`src/rtl/core/pidtw_pkg.sv`:
```
package pidtw_pkg;

  // register indexes of the configuration port
  localparam logic [2:0] CFG_KP_START    = 3'd0;
  localparam logic [2:0] CFG_KI_START    = 3'd1;
  localparam logic [2:0] CFG_KD_START    = 3'd2;
  localparam logic [2:0] CFG_OUT_MAX     = 3'd3;
  localparam logic [2:0] CFG_OUT_MIN     = 3'd4;
  localparam logic [2:0] CFG_TUNE_ENABLE = 3'd5;

  localparam int unsigned CFG_IDX_W  = 3;
  localparam int unsigned CFG_DATA_W = 32;

  // 0.001 and 0.0002 in Q8.24
  localparam logic signed [31:0] STEP_INIT      = 32'sd16777;
  localparam logic signed [33:0] TUNE_THRESHOLD = 34'sd3355;
  localparam logic [16:0]        BEST_INF       = 17'h1ffff;

  localparam logic signed [15:0] OUT_MAX_RST = 16'sd256;
  localparam logic signed [15:0] OUT_MIN_RST = -16'sd256;

  // step scaling divides by ten
  localparam logic [15:0] SCALE_DEN = 16'd10;

  // serial unit lengths
  localparam logic [5:0] MUL_BITS = 6'd32;
  localparam logic [5:0] DIV_BITS = 6'd36;

  // clamp to 32 bit signed
  function automatic logic signed [31:0] sat32(input logic signed [39:0] v);
    if (v > 40'sd2147483647) begin
      return 32'sh7fffffff;
    end else if (v < -40'sd2147483648) begin
      return 32'sh80000000;
    end else begin
      return v[31:0];
    end
  endfunction

  // magnitude of a 32 bit signed value
  function automatic logic [31:0] mag32(input logic signed [31:0] v);
    logic signed [31:0] n;
    n = -v;
    return v[31] ? n[31:0] : v[31:0];
  endfunction

endpackage

```
`src/rtl/core/pidtw_if.sv`:
```
interface pidtw_in_if;
  logic        valid;
  logic        ready;
  logic [15:0] error;
  logic [15:0] step_time;

  modport source (output valid, output error, output step_time, input ready);
  modport sink (input valid, input error, input step_time, output ready);
endinterface

interface pidtw_out_if;
  logic        valid;
  logic        ready;
  logic [15:0] drive;

  modport source (output valid, output drive, input ready);
  modport sink (input valid, input drive, output ready);
endinterface

```
`src/rtl/core/pid_controller_twiddle_tuned.sv`:
```
// PID controller with twiddle gain tuning.
// Input channel in_i carries a signed Q8.8 error and an unsigned Q4.12 time
// step; output channel out_o returns one clamped signed Q8.8 drive value per
// transfer. Configuration goes through a plain write port (cfg_we_i,
// cfg_idx_i, cfg_data_i); writing a start gain also loads the live gain.
// One item is worked at a time. All products run through one shift-add
// multiplier that takes one bit per cycle, and all quotients through one
// restoring divider that takes one bit per cycle.
// A plain PID item needs four products and one quotient (a zero time step
// skips the quotient); the block is ready for the next input in the cycle
// after the result is loaded.
// A tuning step adds one product and then either a gain back-off or a step
// rescale through the divider.
// Reset clears gains to zero, steps to 0.001, best score to infinity, the
// limits to +-1.0 and tuning off. A finished result sits in an output
// register; while the receiver stalls, the next item is still taken and
// worked, and it waits before its own result until that register is free.
module pid_controller_twiddle_tuned (
  input  logic                                  clk_i,
  input  logic                                  rst_ni,
  input  logic                                  cfg_we_i,
  input  logic [pidtw_pkg::CFG_IDX_W-1:0]       cfg_idx_i,
  input  logic [pidtw_pkg::CFG_DATA_W-1:0]      cfg_data_i,
  pidtw_in_if.sink                              in_i,
  pidtw_out_if.source                           out_o
);

  typedef enum logic [13:0] {
    S_IDLE = 14'b00000000000001,
    S_TSQ  = 14'b00000000000010,
    S_TW   = 14'b00000000000100,
    S_TSUB = 14'b00000000001000,
    S_TFIN = 14'b00000000010000,
    S_PDIV = 14'b00000000100000,
    S_PSLP = 14'b00000001000000,
    S_PINT = 14'b00000010000000,
    S_PP   = 14'b00000100000000,
    S_PD   = 14'b00001000000000,
    S_PI   = 14'b00010000000000,
    S_OUT  = 14'b00100000000000,
    S_MUL  = 14'b01000000000000,
    S_DIV  = 14'b10000000000000
  } state_e;

  state_e state_q, ret_q;

  // configuration and controller state
  logic signed [15:0] out_max_q, out_min_q;
  logic               tune_en_q;
  logic signed [31:0] gains_q [3];
  logic signed [31:0] steps_q [3];
  logic [1:0]         idx_q;
  logic               phase_q;
  logic [16:0]        best_q;
  logic signed [15:0] last_q;
  logic signed [31:0] sum_q;
  logic signed [31:0] slope_q;

  // item registers
  logic signed [15:0] e_q;
  logic [15:0]        t_q;
  logic signed [65:0] ctl_q;
  logic               out_valid_q;
  logic [15:0]        drive_q;

  // serial multiplier
  logic [31:0] mul_a_q;
  logic [63:0] mul_p_q;
  logic        mul_neg_q;
  // serial divider
  logic [35:0] div_n_q;
  logic [15:0] div_r_q;
  logic [15:0] div_d_q;
  logic        div_neg_q;
  logic [5:0]  cnt_q;

  // unit results
  logic signed [63:0] mul_res;
  logic signed [36:0] div_res;
  assign mul_res = mul_neg_q ? -$signed(mul_p_q) : $signed(mul_p_q);
  assign div_res = div_neg_q ? -$signed({1'b0, div_n_q}) : $signed({1'b0, div_n_q});

  // multiplier and divider steps
  logic [32:0] mul_sum;
  logic [16:0] div_rs;
  logic        div_ge;
  assign mul_sum = {1'b0, mul_p_q[63:32]} + (mul_p_q[0] ? {1'b0, mul_a_q} : 33'd0);
  assign div_rs  = {div_r_q, div_n_q[35]};
  assign div_ge  = div_rs >= {1'b0, div_d_q};

  // tuning decision
  logic signed [33:0] sum_dp;
  logic               tune_go;
  assign sum_dp  = 34'(steps_q[0]) + 34'(steps_q[1]) + 34'(steps_q[2]);
  assign tune_go = tune_en_q && (sum_dp > pidtw_pkg::TUNE_THRESHOLD);

  logic signed [31:0] g_sel, dp_sel;
  logic [15:0]        score;
  logic               better;
  assign g_sel  = gains_q[idx_q];
  assign dp_sel = steps_q[idx_q];
  assign score  = mul_res[31:16];
  assign better = {1'b0, score} < best_q;

  // scaled step magnitude for x1.1 or x0.9
  logic signed [35:0] dpx, dp_scaled;
  logic [35:0]        dp_mag;
  logic signed [35:0] dp_neg;
  assign dpx       = 36'(dp_sel);
  assign dp_scaled = better ? (dpx <<< 3) + (dpx <<< 1) + dpx : (dpx <<< 3) + dpx;
  assign dp_neg    = -dp_scaled;
  assign dp_mag    = dp_scaled[35] ? dp_neg[35:0] : dp_scaled[35:0];

  // derivative numerator
  logic signed [16:0] diff;
  logic signed [28:0] num, num_neg;
  logic [28:0]        num_mag;
  assign diff    = 17'(e_q) - 17'(last_q);
  assign num     = 29'(diff) <<< 12;
  assign num_neg = -num;
  assign num_mag = num[28] ? num_neg[28:0] : num[28:0];

  // multiplier operand select
  logic               mul_go;
  logic signed [31:0] mul_x, mul_y;
  state_e             mul_ret;
  always_comb begin
    mul_go  = 1'b0;
    mul_x   = 32'(e_q);
    mul_y   = 32'(e_q);
    mul_ret = S_TW;
    unique case (state_q)
      S_TSQ: begin
        mul_go = 1'b1;
      end
      S_PSLP: begin
        mul_go  = 1'b1;
        mul_y   = $signed({16'b0, t_q});
        mul_ret = S_PINT;
      end
      S_PINT: begin
        mul_go  = 1'b1;
        mul_x   = gains_q[0];
        mul_ret = S_PP;
      end
      S_PP: begin
        mul_go  = 1'b1;
        mul_x   = gains_q[2];
        mul_y   = slope_q;
        mul_ret = S_PD;
      end
      S_PD: begin
        mul_go  = 1'b1;
        mul_x   = gains_q[1];
        mul_y   = sum_q;
        mul_ret = S_PI;
      end
      default: begin
        mul_go = 1'b0;
      end
    endcase
  end

  logic signed [39:0] int_next;
  assign int_next = 40'(sum_q) + 40'(mul_res);

  logic signed [65:0] lim_hi, lim_lo;
  assign lim_hi = 66'(out_max_q) <<< 24;
  assign lim_lo = 66'(out_min_q) <<< 24;

  assign in_i.ready  = (state_q == S_IDLE);
  assign out_o.valid = out_valid_q;
  assign out_o.drive = drive_q;

  always_ff @(posedge clk_i or negedge rst_ni) begin
    if (!rst_ni) begin
      state_q     <= S_IDLE;
      ret_q       <= S_IDLE;
      out_max_q   <= pidtw_pkg::OUT_MAX_RST;
      out_min_q   <= pidtw_pkg::OUT_MIN_RST;
      tune_en_q   <= 1'b0;
      for (int k = 0; k < 3; k++) begin
        gains_q[k] <= '0;
        steps_q[k] <= pidtw_pkg::STEP_INIT;
      end
      idx_q       <= '0;
      phase_q     <= 1'b0;
      best_q      <= pidtw_pkg::BEST_INF;
      last_q      <= '0;
      sum_q       <= '0;
      slope_q     <= '0;
      out_valid_q <= 1'b0;
      cnt_q       <= '0;
    end else begin
      // configuration writes
      if (cfg_we_i) begin
        unique case (cfg_idx_i)
          pidtw_pkg::CFG_KP_START:    gains_q[0] <= $signed(cfg_data_i);
          pidtw_pkg::CFG_KI_START:    gains_q[1] <= $signed(cfg_data_i);
          pidtw_pkg::CFG_KD_START:    gains_q[2] <= $signed(cfg_data_i);
          pidtw_pkg::CFG_OUT_MAX:     out_max_q <= $signed(cfg_data_i[15:0]);
          pidtw_pkg::CFG_OUT_MIN:     out_min_q <= $signed(cfg_data_i[15:0]);
          pidtw_pkg::CFG_TUNE_ENABLE: tune_en_q <= cfg_data_i[0];
          default: ;
        endcase
      end

      // drop the result once transferred
      if (out_valid_q && out_o.ready) begin
        out_valid_q <= 1'b0;
      end

      // launch a product
      if (mul_go) begin
        mul_a_q   <= pidtw_pkg::mag32(mul_x);
        mul_p_q   <= {32'b0, pidtw_pkg::mag32(mul_y)};
        mul_neg_q <= mul_x[31] ^ mul_y[31];
        cnt_q     <= pidtw_pkg::MUL_BITS;
        ret_q     <= mul_ret;
        state_q   <= S_MUL;
      end

      unique case (state_q)
        S_IDLE: begin
          if (in_i.valid) begin
            e_q     <= $signed(in_i.error);
            t_q     <= in_i.step_time;
            state_q <= tune_go ? S_TSQ : S_PDIV;
          end
        end
        S_TSQ: ;
        S_TW: begin
          if (better) begin
            best_q <= {1'b0, score};
          end
          if (!phase_q || !better) begin
            gains_q[idx_q] <= pidtw_pkg::sat32(40'(g_sel) + 40'(dp_sel));
          end
          if (!phase_q && !better) begin
            state_q <= S_TSUB;
          end else begin
            // scale the step by 1.1 or 0.9
            div_n_q   <= dp_mag;
            div_r_q   <= '0;
            div_d_q   <= pidtw_pkg::SCALE_DEN;
            div_neg_q <= dp_scaled[35];
            cnt_q     <= pidtw_pkg::DIV_BITS;
            ret_q     <= S_TFIN;
            state_q   <= S_DIV;
          end
        end
        S_TSUB: begin
          gains_q[idx_q] <= pidtw_pkg::sat32(40'(g_sel) - (40'(dp_sel) <<< 1));
          phase_q        <= 1'b1;
          state_q        <= S_PDIV;
        end
        S_TFIN: begin
          steps_q[idx_q] <= pidtw_pkg::sat32(40'(div_res));
          idx_q          <= (idx_q == 2'd2) ? 2'd0 : idx_q + 2'd1;
          phase_q        <= 1'b0;
          state_q        <= S_PDIV;
        end
        S_PDIV: begin
          if (t_q != '0) begin
            div_n_q   <= 36'(num_mag);
            div_r_q   <= '0;
            div_d_q   <= t_q;
            div_neg_q <= num[28];
            cnt_q     <= pidtw_pkg::DIV_BITS;
            ret_q     <= S_PSLP;
            state_q   <= S_DIV;
          end else begin
            state_q <= S_PSLP;
          end
        end
        S_PSLP: begin
          slope_q <= (t_q == '0) ? 32'sd0 : div_res[31:0];
          last_q  <= e_q;
        end
        S_PINT: begin
          sum_q <= pidtw_pkg::sat32(int_next);
        end
        S_PP: begin
          ctl_q <= 66'(mul_res);
        end
        S_PD: begin
          ctl_q <= ctl_q + 66'(mul_res);
        end
        S_PI: begin
          ctl_q   <= ctl_q + 66'(mul_res >>> 12);
          state_q <= S_OUT;
        end
        S_OUT: begin
          // hold until the output register is free
          if (!out_valid_q || out_o.ready) begin
            if (ctl_q > lim_hi) begin
              drive_q <= out_max_q;
            end else if (ctl_q < lim_lo) begin
              drive_q <= out_min_q;
            end else begin
              drive_q <= ctl_q[39:24];
            end
            out_valid_q <= 1'b1;
            state_q     <= S_IDLE;
          end
        end
        S_MUL: begin
          mul_p_q <= {mul_sum, mul_p_q[31:1]};
          cnt_q   <= cnt_q - 6'd1;
          if (cnt_q == 6'd1) begin
            state_q <= ret_q;
          end
        end
        S_DIV: begin
          div_r_q <= div_ge ? 16'(div_rs - {1'b0, div_d_q}) : div_rs[15:0];
          div_n_q <= {div_n_q[34:0], div_ge};
          cnt_q   <= cnt_q - 6'd1;
          if (cnt_q == 6'd1) begin
            state_q <= ret_q;
          end
        end
        default: state_q <= S_IDLE;
      endcase
    end
  end

endmodule

```
`src/flat_wrapper.sv`:
```
// flat-port wrapper written by rule: the top's interface ports become plain ports
module pid_controller_twiddle_tuned_flat 
  (clk_i, rst_ni, cfg_we_i, cfg_idx_i, cfg_data_i, in_i_valid, in_i_error, in_i_step_time, in_i_ready, out_o_valid, out_o_drive, out_o_ready);
  pidtw_in_if in_i_i ();
  pidtw_out_if out_o_i ();
  input  logic clk_i;
  input  logic rst_ni;
  input  logic cfg_we_i;
  input  logic [pidtw_pkg::CFG_IDX_W-1:0] cfg_idx_i;
  input  logic [pidtw_pkg::CFG_DATA_W-1:0] cfg_data_i;
  input wire logic [$bits(in_i_i.valid)-1:0] in_i_valid;
  input wire logic [$bits(in_i_i.error)-1:0] in_i_error;
  input wire logic [$bits(in_i_i.step_time)-1:0] in_i_step_time;
  output wire logic [$bits(in_i_i.ready)-1:0] in_i_ready;
  output wire logic [$bits(out_o_i.valid)-1:0] out_o_valid;
  output wire logic [$bits(out_o_i.drive)-1:0] out_o_drive;
  input wire logic [$bits(out_o_i.ready)-1:0] out_o_ready;
  assign in_i_i.valid = in_i_valid;
  assign in_i_i.error = in_i_error;
  assign in_i_i.step_time = in_i_step_time;
  assign in_i_ready = in_i_i.ready;
  assign out_o_valid = out_o_i.valid;
  assign out_o_drive = out_o_i.drive;
  assign out_o_i.ready = out_o_ready;
  pid_controller_twiddle_tuned u_core (.clk_i(clk_i), .rst_ni(rst_ni), .cfg_we_i(cfg_we_i), .cfg_idx_i(cfg_idx_i), .cfg_data_i(cfg_data_i), .in_i(in_i_i), .out_o(out_o_i));
endmodule
```
`config.mk`:
```
export PLATFORM = sky130hd
export DESIGN_NAME = pid_controller_twiddle_tuned_flat
export DESIGN_NICKNAME = d
export VERILOG_FILES = /design/src/rtl/core/pidtw_pkg.sv /design/src/rtl/core/pidtw_if.sv /design/src/rtl/core/pid_controller_twiddle_tuned.sv /design/src/flat_wrapper.sv
export SDC_FILE = /design/constraint.sdc
export NUM_CORES = 2
export LEC_CHECK = 0
export BUFFER_PORTS_ARGS = -buffer_cell sky130_fd_sc_hd__buf_2
export CORE_MARGIN = 3
export CORE_UTILIZATION = 43
export CTS_CLUSTER_DIAMETER = 80
export DETAILED_ROUTE_END_ITERATION = 10
export SLEW_MARGIN = 20
export SYNTH_ARGS = -nofsm -noshare
export SYNTH_HDL_FRONTEND = slang
export SYNTH_SLANG_ARGS = --single-unit
```
`constraint.sdc`:
```
create_clock -name clk_i -period 14.41 [get_ports clk_i]
set_input_delay 0.7205 -clock clk_i [delete_from_list [all_inputs] [get_ports clk_i]]
set_output_delay 0.7205 -clock clk_i [all_outputs]
set_load 0.01 [all_outputs]
```
==> reports/metrics.cfg <==
[status]
status = finished clean

[grt]
track_usage_pct = 28.4
grt_start_max_net_pins = 72
grt_pass1_vias = 47700
use_met3_pct = 5.12
globalRouteMet1Util_pct = 38.2
grtUsageMet2_pct = 45.0
grt_overflow = 0
antenna_found_initial = 4
grt_busiest_layer = met2
grt_pass1_wl_mm = 297

[worst_setup_path]
r2r_end = u_core.div_n_q[28]
cpPeakStageDelay_ns = 0.79
crit_fanout = 57
end_kind = flop
ff2ff_path_depth = 27
worstPathRequired_ns = 14.85
worst_path_max_delay_cell = edfxtp_1
startpoint_type = flop
regToRegStartpoint = u_core.mul_p_q[0]
critPathKind = flop to flop
arrival_ns = 9.03
r2r_slack_ns = 5.82

[synth]
yosys-top-cells-area = edfxtp_1 15%, dfrtp_1 14%, ha_1 9.7%
yosys_register_bits = 640
synth_cell_types = 90
synth_top_cell_area_share_pct = 15.1
synth_edf_count = 280
ys_seq_area_share_pct = 31.3
synth_area_per_cell_um2 = 8.51
ys_warn_count = 0
netlist_area_um2 = 55800
syn-num-nets = 7131
synthCells = 6554
synth-main-ff-cell = dfrtp_1
synthArstFlopShare_pct = 56.3
synth_common_cells = 710 x nand2_1, 594 x o21ai_0, 583 x a21oi_1, 558 x nor2_1, 434 x ha_1
yosys.area.top_type = edfxtp_1
yosysMostFrequentCell = nand2_1

[timing]
tightest_slew_ns = 1.23
setup_ws_ns = 5.82
report.final.slew_viol_count = 0
grt_setup_unrepaired = false
timing.final.crit_share_pct = 59.6
hold_viol_final = 0
whs_ns = 0.191
finalCriticalPeriod_ns = 8.59
setup-tns-final_ns = 0
relSlewSlack_pct = 17.4
skew_ns = 0.0289
setup_viol = 0
fmax_ghz = 0.116

[finish]
final_nets = 7092
utilization_pct = 47.5
fillers = 12500
regArea_um2 = 17500
multiInputGateArea_um2 = 36500
drive_gt1_share_pct = 7.37
syn_to_final_growth_pct = 9.21

[clocking]
cts_resized = 0
cts-hold-fix-buffers = 1
cts_max_path_buffers = 3
cts_tree = yes
cts_max_level = 3
cts.sinks = 640
post-cts-setup-buffer-count = 0
insertion_delay_ns = 0.71
clk_pin_slew_ns = 0.06
cts-root-buf = clkbuf_16
cts_buffers = 84

[drt]
dr.pass1.iters = 6
wl_mm = 197
drc = 0
viasPerCell = 6.09
wl_per_cell_um = 23.7
vias = 50700
postRouteAntennaNets = 0
drt-initial-drc-count = 5111

[power]
pwr_density_cell_nw_per_um2 = 94.8
vdd_drop_max_uv = 95.8
p_leak_uw = 0.0259

[placement]
port_buffers = 89
dp_hpwl_mm = 151
gp_routability_congestion = 0.951
dp_slack_ns = 5.91

[min_path]
min_from = in_i_step_time[11]
hp-class = input port to flop
hold_depth = 1
whs_endpoint = u_core.t_q[11]

[flow_run]
drv_cap = 0

[floorplanning]
initial_core_util_pct = 43.5
num_rows = 131
ios = 90
dieArea_um2 = 134000
die_h_um = 366
die_w_um = 366
core_um2 = 128000

[power by group]
part           internal (uW)  switching (uW)
Combinational            498             934
Clock                   1250             902
Sequential              2060             126
Total                   3810            1960
[worst max path at each step]
| stage | start | endpoint | depth (start not counted) |
|---|---|---|---|
| finish | u_core.mul_p_q[0] | u_core.div_n_q[28] | 27 |
| detailed placement | u_core.mul_p_q[0] | u_core.div_n_q[28] | 27 |
| global route | u_core.mul_p_q[0] | u_core.div_n_q[28] | 26 |
| global placement | u_core.mul_p_q[0] | u_core.div_n_q[28] | 27 |
| floorplan | u_core.mul_p_q[2] | u_core.div_n_q[0] | 19 |
| CTS | u_core.mul_p_q[0] | u_core.div_n_q[28] | 27 |
[stage by stage]
step	power [uW]	cells	instance area, um^2
final	5780	8315	60900
after global routing	6010	8314	60900
after CTS	5770	8314	60900
after detailed placement	3600	8157	58100
after global placement	3580	8157	58100
after floorplan	3100	6554	55800
[cells by family after synthesis]
group	count (synthesis)	synth area share, %
AOI/OAI and AO/OA	2119	23.9
and+or+nand+nor	2073	17.5
DFF	640	31.3
buffers and inverters	532	3.60
adders and majority gates	512	12.4
xor gates and xnor gates	442	6.96
muxes	236	4.29
[final cells by class]
type / instances / share of cell area, %
Clock inverter: 38 / 0.690
Multi-Input combinational cell: 5382 / 59.9
Sequential cell: 640 / 28.7
Tap cell: 1729 / 3.55
Inverter: 236 / 1.45
Clock buffer: 118 / 3.90
Timing Repair Buffer: 171 / 1.76
Antenna cell: 1 / 0.00411
[sequential cells by signal, summed over array words and instances, names as in the netlist, 17 cells and up]
name            count
u_core.best_q      17
u_core.ctl_q       66
u_core.div_n_q     36
u_core.gains_q     96
u_core.mul_a_q     32
u_core.mul_p_q     64
u_core.slope_q     32
u_core.steps_q     96
u_core.sum_q       32
[worst max-delay path: cells and delay by family, from the launching register on]
family                   cells  cell delay (ns)
adder cells (fa/ha/maj)      2             0.66
buffers and inverters        2             0.65
AND/OR/NAND/NOR             14             3.88
XOR/XNOR                     2             0.53
flip-flops                   1             0.79
AO/OA/AOI/OAI                7             1.77
[placed cells by master, fill, tap and decap left out, types with 28 or more instances in the layout]
master / count
o21a_1: 95
and3_1: 63
nor3_1: 80
nand3_1: 114
buf_4: 81
ha_1: 434
a21oi_1: 577
o211ai_1: 37
a221o_1: 28
a31oi_1: 53
mux2i_1: 210
dfrtp_1: 315
fa_1: 71
nand2_1: 707
nor2b_1: 77
o221ai_1: 48
and2_1: 77
edfxtp_1: 280
clkbuf_16: 86
xnor2_1: 256
nor2_1: 554
o31ai_1: 77
dfstp_2: 43
inv_1: 236
nand2b_1: 74
nor4_1: 41
a21o_1: 210
buf_2: 88
o21bai_1: 39
or2_2: 30
o21ai_0: 593
or4_1: 33
a22oi_1: 36
or3_1: 63
a211oi_1: 57
xor2_1: 183
nand4_1: 68
[layer usage]
metal | routed length (um) | vias to the layer above
li1 | - | 24000
met1 | 85000 | 24400
met2 | 88100 | 1928
met3 | 15000 | 408
met4 | 9010 | 2
met5 | 9 | -
No activity file was read; power rests on OpenSTA's default activity.
